## src/dmtc_pkg.sv

```systemverilog
// ============================================================================
// dmtc_pkg
// Types and constants shared by the dual mode turn controller modules.
// ============================================================================
package dmtc_pkg;

    localparam int GAIN_FRACTION_BITS = 8;
    localparam int ERR_W              = 40;
    localparam int DELTA_W            = ERR_W + 1;
    localparam int SUM_W              = 24;
    localparam int ACC_W              = 60;
    localparam int MUL_A_W            = 25;
    localparam int MUL_B_W            = 17;
    localparam int PROD_W             = MUL_A_W + MUL_B_W;
    localparam int SPLIT              = 24;
    localparam int DRIVE_SHIFT        = 8 + GAIN_FRACTION_BITS;
    localparam int STEP_W             = 3;
    localparam int CFG_INDEX_W        = 3;
    localparam int CFG_DATA_W         = 16;

    // multiply steps
    localparam logic [STEP_W-1:0] STEP_P_LO = 3'd0;
    localparam logic [STEP_W-1:0] STEP_P_HI = 3'd1;
    localparam logic [STEP_W-1:0] STEP_D_LO = 3'd2;
    localparam logic [STEP_W-1:0] STEP_D_HI = 3'd3;
    localparam logic [STEP_W-1:0] STEP_I    = 3'd4;

    // register indexes
    localparam logic [CFG_INDEX_W-1:0] REG_RATE_KP    = 3'd0;
    localparam logic [CFG_INDEX_W-1:0] REG_RATE_KD    = 3'd1;
    localparam logic [CFG_INDEX_W-1:0] REG_RATE_KI    = 3'd2;
    localparam logic [CFG_INDEX_W-1:0] REG_HOLD_KP    = 3'd3;
    localparam logic [CFG_INDEX_W-1:0] REG_HOLD_KD    = 3'd4;
    localparam logic [CFG_INDEX_W-1:0] REG_RATE_SCALE = 3'd5;
    localparam logic [CFG_INDEX_W-1:0] REG_MAX_DRIVE  = 3'd6;

    typedef struct packed {
        logic [15:0] rate_kp;
        logic [15:0] rate_kd;
        logic [15:0] rate_ki;
        logic [15:0] hold_kp;
        logic [15:0] hold_kd;
        logic [7:0]  rate_scale;
        logic [7:0]  max_drive;
    } cfg_t;

    typedef struct packed {
        logic              load_in;
        logic              prep;
        logic              calc_err;
        logic              calc_term;
        logic              mul_en;
        logic [STEP_W-1:0] step;
        logic              round;
        logic              out_load;
    } ctl_cmd_t;

    typedef struct packed {
        logic holding;
    } dp_status_t;

endpackage

```

## src/dual_mode_turn_controller_unit.sv

```systemverilog
// ============================================================================
// dual_mode_turn_controller_unit
// Rate PID / heading hold PD turn controller with clamped drive output.
//
//   channel   direction  handshake                 payload
//   s_axis    in         tvalid/tready             tdata: turn_cmd, wheel_difference
//   m_axis    out        tvalid/tready             tdata: turn_drive; tuser: holding
//   cfg       in         cfg_we                    cfg_index, cfg_data
//
// A result is valid once its word has passed the sequence; in rate mode the five
// passes (four in hold mode) through the shared 25x17 multiplier set it.
// Input is taken again in the cycle after the result is loaded, so a new word
// is not accepted while the last one is still in progress.
// A result waiting on m_axis does not block the next accept; it stalls only
// the final load. Reset clears state and loads the default gains.
// ============================================================================
module dual_mode_turn_controller_unit
    import dmtc_pkg::*;
#(
    parameter int COUNT_WIDTH = 32
)
(
    input  logic                   clk,
    input  logic                   rst_n,
    input  logic                   s_axis_tvalid,
    output logic                   s_axis_tready,
    input  logic [47:0]            s_axis_tdata,  // turn_cmd[9:0], wheel_difference[41:10]
    output logic                   m_axis_tvalid,
    input  logic                   m_axis_tready,
    output logic [15:0]            m_axis_tdata,  // turn_drive[8:0]
    output logic [0:0]             m_axis_tuser,  // holding[0]
    input  logic                   cfg_we,
    input  logic [CFG_INDEX_W-1:0] cfg_index,
    input  logic [CFG_DATA_W-1:0]  cfg_data
);

    cfg_t       cfg_reg;
    ctl_cmd_t   cmd;
    dp_status_t status;
    logic [8:0] turn_drive;
    logic       holding;

    always_ff @(posedge clk or negedge rst_n)
    begin
        if (!rst_n)
        begin
            cfg_reg.rate_kp    <= 16'd1587;
            cfg_reg.rate_kd    <= 16'd384;
            cfg_reg.rate_ki    <= 16'd0;
            cfg_reg.hold_kp    <= 16'd1024;
            cfg_reg.hold_kd    <= 16'd2048;
            cfg_reg.rate_scale <= 8'd25;
            cfg_reg.max_drive  <= 8'd150;
        end
        else if (cfg_we)
        begin
            unique case (cfg_index)
                REG_RATE_KP:    cfg_reg.rate_kp    <= cfg_data;
                REG_RATE_KD:    cfg_reg.rate_kd    <= cfg_data;
                REG_RATE_KI:    cfg_reg.rate_ki    <= cfg_data;
                REG_HOLD_KP:    cfg_reg.hold_kp    <= cfg_data;
                REG_HOLD_KD:    cfg_reg.hold_kd    <= cfg_data;
                REG_RATE_SCALE: cfg_reg.rate_scale <= cfg_data[7:0];
                REG_MAX_DRIVE:  cfg_reg.max_drive  <= cfg_data[7:0];
                default:
                begin
                end
            endcase
        end
    end

    dmtc_ctrl u_ctrl
    (
        .clk       (clk),
        .rst_n     (rst_n),
        .in_valid  (s_axis_tvalid),
        .in_ready  (s_axis_tready),
        .out_valid (m_axis_tvalid),
        .out_ready (m_axis_tready),
        .status    (status),
        .cmd       (cmd)
    );

    dmtc_dpath #(
        .COUNT_WIDTH (COUNT_WIDTH)
    ) u_dpath
    (
        .clk              (clk),
        .rst_n            (rst_n),
        .cmd              (cmd),
        .cfg              (cfg_reg),
        .turn_cmd         ($signed(s_axis_tdata[9:0])),
        .wheel_difference (s_axis_tdata[41:10]),
        .status           (status),
        .turn_drive       (turn_drive),
        .holding          (holding)
    );

    assign m_axis_tdata = {7'd0, turn_drive};
    assign m_axis_tuser = holding;

endmodule

```

## src/dmtc_ctrl.sv

```systemverilog
// ============================================================================
// dmtc_ctrl
// Sequencer for one control tick: error, terms, multiply steps, output.
// ============================================================================
module dmtc_ctrl
    import dmtc_pkg::*;
(
    input  logic       clk,
    input  logic       rst_n,
    input  logic       in_valid,
    output logic       in_ready,
    output logic       out_valid,
    input  logic       out_ready,
    input  dp_status_t status,
    output ctl_cmd_t   cmd
);

    localparam logic [2:0] S_IDLE  = 3'd0;
    localparam logic [2:0] S_PREP  = 3'd1;
    localparam logic [2:0] S_ERR   = 3'd2;
    localparam logic [2:0] S_TERM  = 3'd3;
    localparam logic [2:0] S_MUL   = 3'd4;
    localparam logic [2:0] S_DRAIN = 3'd5;
    localparam logic [2:0] S_ROUND = 3'd6;
    localparam logic [2:0] S_OUT   = 3'd7;

    logic [2:0]        state_reg, state_next;
    logic [STEP_W-1:0] step_reg, step_next;
    logic [STEP_W-1:0] last_step;
    logic              out_valid_reg, out_valid_next;

    assign last_step = status.holding ? STEP_D_HI : STEP_I;
    assign in_ready  = (state_reg == S_IDLE);
    assign out_valid = out_valid_reg;

    always_comb
    begin
        cmd        = '0;
        state_next = state_reg;
        step_next  = step_reg;
        unique case (state_reg)
            S_IDLE:
            begin
                if (in_valid)
                begin
                    cmd.load_in = 1'b1;
                    state_next  = S_PREP;
                end
            end
            S_PREP:
            begin
                cmd.prep   = 1'b1;
                state_next = S_ERR;
            end
            S_ERR:
            begin
                cmd.calc_err = 1'b1;
                state_next   = S_TERM;
            end
            S_TERM:
            begin
                cmd.calc_term = 1'b1;
                step_next     = STEP_P_LO;
                state_next    = S_MUL;
            end
            S_MUL:
            begin
                cmd.mul_en = 1'b1;
                cmd.step   = step_reg;
                if (step_reg == last_step)
                begin
                    state_next = S_DRAIN;
                end
                else
                begin
                    step_next = step_reg + 3'd1;
                end
            end
            S_DRAIN:
            begin
                state_next = S_ROUND;
            end
            S_ROUND:
            begin
                cmd.round  = 1'b1;
                state_next = S_OUT;
            end
            S_OUT:
            begin
                if (!out_valid_reg || out_ready)
                begin
                    cmd.out_load = 1'b1;
                    state_next   = S_IDLE;
                end
            end
            default:
            begin
                state_next = S_IDLE;
            end
        endcase
    end

    always_comb
    begin
        if (cmd.out_load)
        begin
            out_valid_next = 1'b1;
        end
        else if (out_ready)
        begin
            out_valid_next = 1'b0;
        end
        else
        begin
            out_valid_next = out_valid_reg;
        end
    end

    always_ff @(posedge clk or negedge rst_n)
    begin
        if (!rst_n)
        begin
            state_reg     <= S_IDLE;
            step_reg      <= STEP_P_LO;
            out_valid_reg <= 1'b0;
        end
        else
        begin
            state_reg     <= state_next;
            step_reg      <= step_next;
            out_valid_reg <= out_valid_next;
        end
    end

endmodule

```

## src/dmtc_dpath.sv

```systemverilog
// ============================================================================
// dmtc_dpath
// Error, integral and derivative terms, shared multiplier and output clamp.
// ============================================================================
module dmtc_dpath
    import dmtc_pkg::*;
#(
    parameter int COUNT_WIDTH = 32
)
(
    input  logic              clk,
    input  logic              rst_n,
    input  ctl_cmd_t          cmd,
    input  cfg_t              cfg,
    input  logic signed [9:0] turn_cmd,
    input  logic [31:0]       wheel_difference,
    output dp_status_t        status,
    output logic [8:0]        turn_drive,
    output logic              holding
);

    logic signed [9:0]             cmd_reg;
    logic signed [COUNT_WIDTH-1:0] count_reg;
    logic signed [COUNT_WIDTH-1:0] prev_diff_reg;
    logic signed [COUNT_WIDTH-1:0] held_reg;
    logic signed [COUNT_WIDTH-1:0] diff_reg;
    logic signed [18:0]            target_reg;
    logic                          hold_reg;
    logic signed [ERR_W-1:0]       err_reg, err_next;
    logic signed [ERR_W-1:0]       prev_err_reg;
    logic signed [DELTA_W-1:0]     delta_reg;
    logic signed [SUM_W-1:0]       sum_reg, sum_next;
    logic signed [PROD_W-1:0]      prod_reg;
    logic                          prod_hi_reg;
    logic                          prod_vld_reg;
    logic signed [ACC_W-1:0]       acc_reg;
    logic signed [ACC_W-1:0]       q_reg;
    logic [8:0]                    drive_reg, drive_next;
    logic                          holding_reg;

    logic signed [41:0]            diff_sh;
    logic signed [41:0]            err_raw;
    logic signed [DELTA_W-1:0]     err_ext;
    logic signed [SUM_W:0]         sum_raw;
    logic signed [DELTA_W-1:0]     mul_src;
    logic signed [MUL_A_W-1:0]     mul_a;
    logic signed [MUL_B_W-1:0]     mul_b;
    logic [15:0]                   gain;
    logic signed [ACC_W-1:0]       prod_ext;
    logic signed [ACC_W-1:0]       acc_bias;
    logic signed [ACC_W-1:0]       lim;
    logic signed [ACC_W-1:0]       neg_lim;

    assign status.holding = hold_reg;
    assign turn_drive     = drive_reg;
    assign holding        = holding_reg;

    // error in Q8, saturated to ERR_W bits
    assign diff_sh = 42'(diff_reg) <<< 8;
    assign err_raw = hold_reg ? diff_sh : (42'(target_reg) - diff_sh);

    always_comb
    begin
        if ((err_raw[41:ERR_W-1] == '0) || (err_raw[41:ERR_W-1] == '1))
        begin
            err_next = err_raw[ERR_W-1:0];
        end
        else if (err_raw[41])
        begin
            err_next = {1'b1, {(ERR_W-1){1'b0}}};
        end
        else
        begin
            err_next = {1'b0, {(ERR_W-1){1'b1}}};
        end
    end

    assign err_ext = DELTA_W'(err_reg);
    assign sum_raw = (SUM_W + 1)'(sum_reg) + (SUM_W + 1)'(err_reg);

    always_comb
    begin
        if (hold_reg)
        begin
            sum_next = '0;
        end
        else if (sum_raw[SUM_W] == sum_raw[SUM_W-1] && !(
                 (err_reg[ERR_W-1:SUM_W] != '0) && (err_reg[ERR_W-1:SUM_W] != '1)))
        begin
            sum_next = sum_raw[SUM_W-1:0];
        end
        else if (err_reg[ERR_W-1])
        begin
            sum_next = {1'b1, {(SUM_W-1){1'b0}}};
        end
        else
        begin
            sum_next = {1'b0, {(SUM_W-1){1'b1}}};
        end
    end

    // multiply operand select
    always_comb
    begin
        mul_src = err_ext;
        gain    = hold_reg ? cfg.hold_kp : cfg.rate_kp;
        mul_a   = '0;
        unique case (cmd.step)
            STEP_P_LO, STEP_P_HI:
            begin
                mul_src = err_ext;
                gain    = hold_reg ? cfg.hold_kp : cfg.rate_kp;
            end
            STEP_D_LO, STEP_D_HI:
            begin
                mul_src = delta_reg;
                gain    = hold_reg ? cfg.hold_kd : cfg.rate_kd;
            end
            default:
            begin
                mul_src = err_ext;
                gain    = cfg.rate_ki;
            end
        endcase
        unique case (cmd.step)
            STEP_P_LO, STEP_D_LO:
            begin
                mul_a = $signed({1'b0, mul_src[SPLIT-1:0]});
            end
            STEP_P_HI, STEP_D_HI:
            begin
                mul_a = MUL_A_W'($signed(mul_src[DELTA_W-1:SPLIT]));
            end
            default:
            begin
                mul_a = MUL_A_W'(sum_reg);
            end
        endcase
    end

    assign mul_b    = $signed({1'b0, gain});
    assign prod_ext = prod_hi_reg ? (ACC_W'(prod_reg) <<< SPLIT) : ACC_W'(prod_reg);
    assign acc_bias = acc_reg[ACC_W-1] ? ACC_W'((1 << DRIVE_SHIFT) - 1) : '0;

    // clamp to +-max_drive
    assign lim     = $signed({{(ACC_W-8){1'b0}}, cfg.max_drive});
    assign neg_lim = -lim;

    always_comb
    begin
        if (q_reg > lim)
        begin
            drive_next = lim[8:0];
        end
        else if (q_reg < neg_lim)
        begin
            drive_next = neg_lim[8:0];
        end
        else
        begin
            drive_next = q_reg[8:0];
        end
    end

    always_ff @(posedge clk or negedge rst_n)
    begin
        if (!rst_n)
        begin
            prev_diff_reg <= '0;
            held_reg      <= '0;
            prev_err_reg  <= '0;
            sum_reg       <= '0;
            hold_reg      <= 1'b0;
            prod_vld_reg  <= 1'b0;
        end
        else
        begin
            prod_vld_reg <= cmd.mul_en;
            if (cmd.prep)
            begin
                hold_reg <= (cmd_reg == '0);
            end
            if (cmd.calc_term)
            begin
                sum_reg       <= sum_next;
                prev_err_reg  <= err_reg;
                prev_diff_reg <= count_reg;
                if (!hold_reg)
                begin
                    held_reg <= count_reg;
                end
            end
        end
    end

    always_ff @(posedge clk)
    begin
        if (cmd.load_in)
        begin
            cmd_reg   <= turn_cmd;
            count_reg <= wheel_difference[COUNT_WIDTH-1:0];
        end
        if (cmd.prep)
        begin
            diff_reg   <= (cmd_reg == '0) ? (held_reg - count_reg)
                                          : (count_reg - prev_diff_reg);
            target_reg <= 19'(cmd_reg) * 19'($signed({1'b0, cfg.rate_scale}));
        end
        if (cmd.calc_err)
        begin
            err_reg <= err_next;
        end
        if (cmd.calc_term)
        begin
            delta_reg <= err_ext - DELTA_W'(prev_err_reg);
        end
        if (cmd.mul_en)
        begin
            prod_reg    <= mul_a * mul_b;
            prod_hi_reg <= (cmd.step == STEP_P_HI) || (cmd.step == STEP_D_HI);
        end
        if (cmd.calc_term)
        begin
            acc_reg <= '0;
        end
        else if (prod_vld_reg)
        begin
            acc_reg <= acc_reg + prod_ext;
        end
        if (cmd.round)
        begin
            q_reg <= (acc_reg + acc_bias) >>> DRIVE_SHIFT;
        end
        if (cmd.out_load)
        begin
            drive_reg   <= drive_next;
            holding_reg <= hold_reg;
        end
    end

endmodule
```

## config.mk

```make
export PLATFORM = sky130hd
export DESIGN_NAME = dual_mode_turn_controller_unit
export DESIGN_NICKNAME = d
export VERILOG_FILES = /design/src/dmtc_pkg.sv /design/src/dual_mode_turn_controller_unit.sv /design/src/dmtc_ctrl.sv /design/src/dmtc_dpath.sv
export SDC_FILE = /design/constraint.sdc
export NUM_CORES = 2
export LEC_CHECK = 0
export ABC_CLOCK_PERIOD_IN_PS = 13600
export BUFFER_PORTS_ARGS = -buffer_cell sky130_fd_sc_hd__buf_2
export CAP_MARGIN = 20
export CORE_MARGIN = 3
export CORE_UTILIZATION = 30
export CTS_BUF_LIST = sky130_fd_sc_hd__clkbuf_4 sky130_fd_sc_hd__clkbuf_8 sky130_fd_sc_hd__clkbuf_16
export DETAILED_ROUTE_END_ITERATION = 8
export PLACE_DENSITY = 0.54
export SLEW_MARGIN = 0
export SYNTH_ARGS = -nofsm -noshare
export SYNTH_HDL_FRONTEND = slang
export SYNTH_SLANG_ARGS = --single-unit
```

## constraint.sdc

```tcl
create_clock -name clk -period 13.6 [get_ports clk]
set_clock_uncertainty 0.15 [all_clocks]
set_input_delay 0.68 -clock clk [delete_from_list [all_inputs] [get_ports clk]]
set_output_delay 0.68 -clock clk [all_outputs]
set_load 0.05 [all_outputs]
```

==> reports/metrics.yaml <==
critical_path_required_ns: 13.84
cts_setup_buffers: 0
ys_async_sr_fraction: 0.4131
synthTopCellsByArea: "fa_1 17%, edfxtp_1 15%, ha_1 10%"
grt_pass1_vias: 42140
path_max_fanout: 40
tightest_slew_ns: 1.128
drt_wl_total_microns: 144500
cts_root_buf: "clkbuf_16"
die_h_microns: 431.4
netlist_instances: 5844
largest_reg_flops: 96
ant_nets: 0
outcome: "finished clean"
routabilityCongestion: 0.9038
dr_total_vias: 40940
maxCapViolCount: 0
dieWidth_microns: 431.4
period_minus_slack_ns: 10.70
synth_warnings: 0
yosysTopAreaCell: "fa_1"
maxClockFrequency_mhz: 93.47
syn_area_per_cell_sq_um: 9.290
maxSlewViolCount: 0
fin_crit_sh: 0.7866
drtIter0Drc: 2394
slew_headroom: 0.2455
cts.clk_slew.worst_paths_ns: 0.06
netlist-cell-type-count: 108
gr-usage-all-layers: 0.1559
dp_hpwl_microns: 112500
cts_max_level: 3
initial_utilization: 0.3030
synthTopCellsByCount: "821 x inv_1, 600 x nand2_1, 463 x fa_1"
grt_overflow: 0
antenna_found_initial: 4
finalSetupViolCount: 0
synthFlopType: "edfxtp_1"
fin_tns_setup_ns: 0
rsz0062_at_grt: "false"
dieArea_sq_um: 186100
fillers: 18460
numCtsBuffers: 67
grt_max_degree: 130
drt-wirelength-per-cell_microns: 17.49
regArea_sq_um: 15200
synth.most_common_cell: "inv_1"
coreArea_sq_um: 179200
netlist_area_sq_um: 54290
synth_top_area_frac: 0.1707
vias_per_cell: 4.956
grt_pass1_wl_microns: 232600
cp.arrival_ns: 10.94
drt_first_pass_iters: 5
yosys_register_bits: 564
hold_viol: 0
start_kind: "flop"
holdCritPathClass: "in -> reg"
yosysSeqAreaShare: 0.2798
synth-edff-count: 271
clkSinkCount: 564
end_kind: "flop"
num-nets-final: 6818
portBuffers: 77
drive_gt1_frac: 0.09134
path_class: "reg -> reg"
multiInputGateArea_sq_um: 35180
area_delta_synth_final_pct: 10.25
rows: 155
clock_latency_ns: 0.65
tritoncts: "done"
drc: 0
max-clock-path-buffers: 3
io-pin-count: 91
[through the flow]
stage	util	setup slack [ns]	std cells	hold slack (ns)	instance area (sq um)
floorplan	-	4.204	5850	0.2344	54310
global placement	0.3199	2.991	8120	0.3203	57320
detailed placement	0.3199	2.796	8120	0.3351	57320
CTS	0.3338	2.800	8254	0.0007205	59820
global route	0.3340	2.214	8261	0.02225	59850
finish	0.3340	2.902	8261	0.05611	59850
[what timing repair did]
| item | in CTS | in global routing |
|---|---|---|
| hold buffers | 14 | 0 |
| hold endpoints to repair | 76 | 0 |
| gates resized for setup | 0 | 0 |
| endpoints found under the setup margin | 0 | 0 |
[metal layers]
| metal | share of wire | track usage | vias to the layer above | wire [microns] |
|---|---|---|---|---|
| li1 | - | - | 19800 | - |
| met1 | 0.45 | 0.2034 | 20110 | 64610 |
| met2 | 0.48 | 0.2668 | 839 | 69120 |
| met3 | 0.039 | 0.01881 | 195 | 5697 |
| met4 | 0.035 | 0.05306 | 0 | 5041 |
| met5 | 0 | 0 | - | 0 |
[layout by cell type (no fill, tap or decap), types with 88 or more instances in the layout]
cell / instances
inv_1: 820
nand2_1: 600
fa_1: 463
ha_1: 433
nor2_1: 391
a21oi_1: 321
o21ai_0: 271
edfxtp_1: 271
dfrtp_1: 213
xnor2_1: 187
mux2_2: 167
a21o_1: 108
nor3_1: 93
and2_1: 92
xor2_1: 88
[cell families after synthesis]
logic type / synth area share
buffers and inverters: 0.07416
AO/OA/AOI/OAI: 0.1369
other: 0.00006907
adder cells (fa/ha/maj): 0.2714
XOR/XNOR: 0.04526
AND/OR/NAND/NOR: 0.1420
flip-flops: 0.2798
multiplexers: 0.05033
[path summary, 6_finish.rpt]
path / startpoint / slack (ns) / cells after the start / endpoint
hold reg to reg: u_dpath.prev_diff_reg[0]$_DFFE_PN0P_ / 0.35 / 2 / u_dpath.prev_diff_reg[0]$_DFFE_PN0P_
setup / recovery: u_ctrl.state_reg[0]$_DFFE_PN0P_ / 2.90 / 26 / u_dpath.prod_reg[41]$_DFFE_PN_
hold / removal: s_axis_tdata[2] / 0.06 / 1 / u_dpath.cmd_reg[2]$_DFFE_PP_
setup reg to reg: u_ctrl.state_reg[0]$_DFFE_PN0P_ / 2.90 / 26 / u_dpath.prod_reg[41]$_DFFE_PN_
min in group asynchronous: rst_n / 0.47 / 2 / u_dpath.prev_diff_reg[29]$_DFFE_PN0P_
max in group asynchronous: rst_n / 10.76 / 4 / u_dpath.prod_vld_reg$_DFF_PN0_
[final cells by class]
class,count,area share
multi-input cells,4234,0.5877
repair buffers,160,0.01777
inverters,823,0.05172
diodes,5,0.0002090
flip-flops and latches,564,0.2539
well taps,2355,0.04923
clock inverters,39,0.008048
clock buffers,81,0.03136
[worst max-delay path, cell delays in order, from the launching register on]
cell      delay [ns]
dfrtp_1         0.50
nor2_1          0.15
nand2_1         0.31
clkinv_2        0.62
nand2_1         0.85
buf_4           0.46
o22ai_1         0.32
nor2_1          0.75
nand2_1         0.17
fa_1            0.55
fa_1            0.44
fa_1            0.49
fa_1            0.49
inv_1           0.06
fa_1            0.50
fa_1            0.53
ha_1            0.38
nand2_1         0.08
o21ai_2         0.19
a211oi_1        0.09
o31ai_1         0.65
a21oi_1         0.25
o21ai_1         0.37
nand2_1         0.16
o31ai_1         0.56
a211oi_1        0.17
xnor2_1         0.17
Power is not shown: default switching activity piles up to over one toggle a cycle in this logic, so the estimate is an artifact.
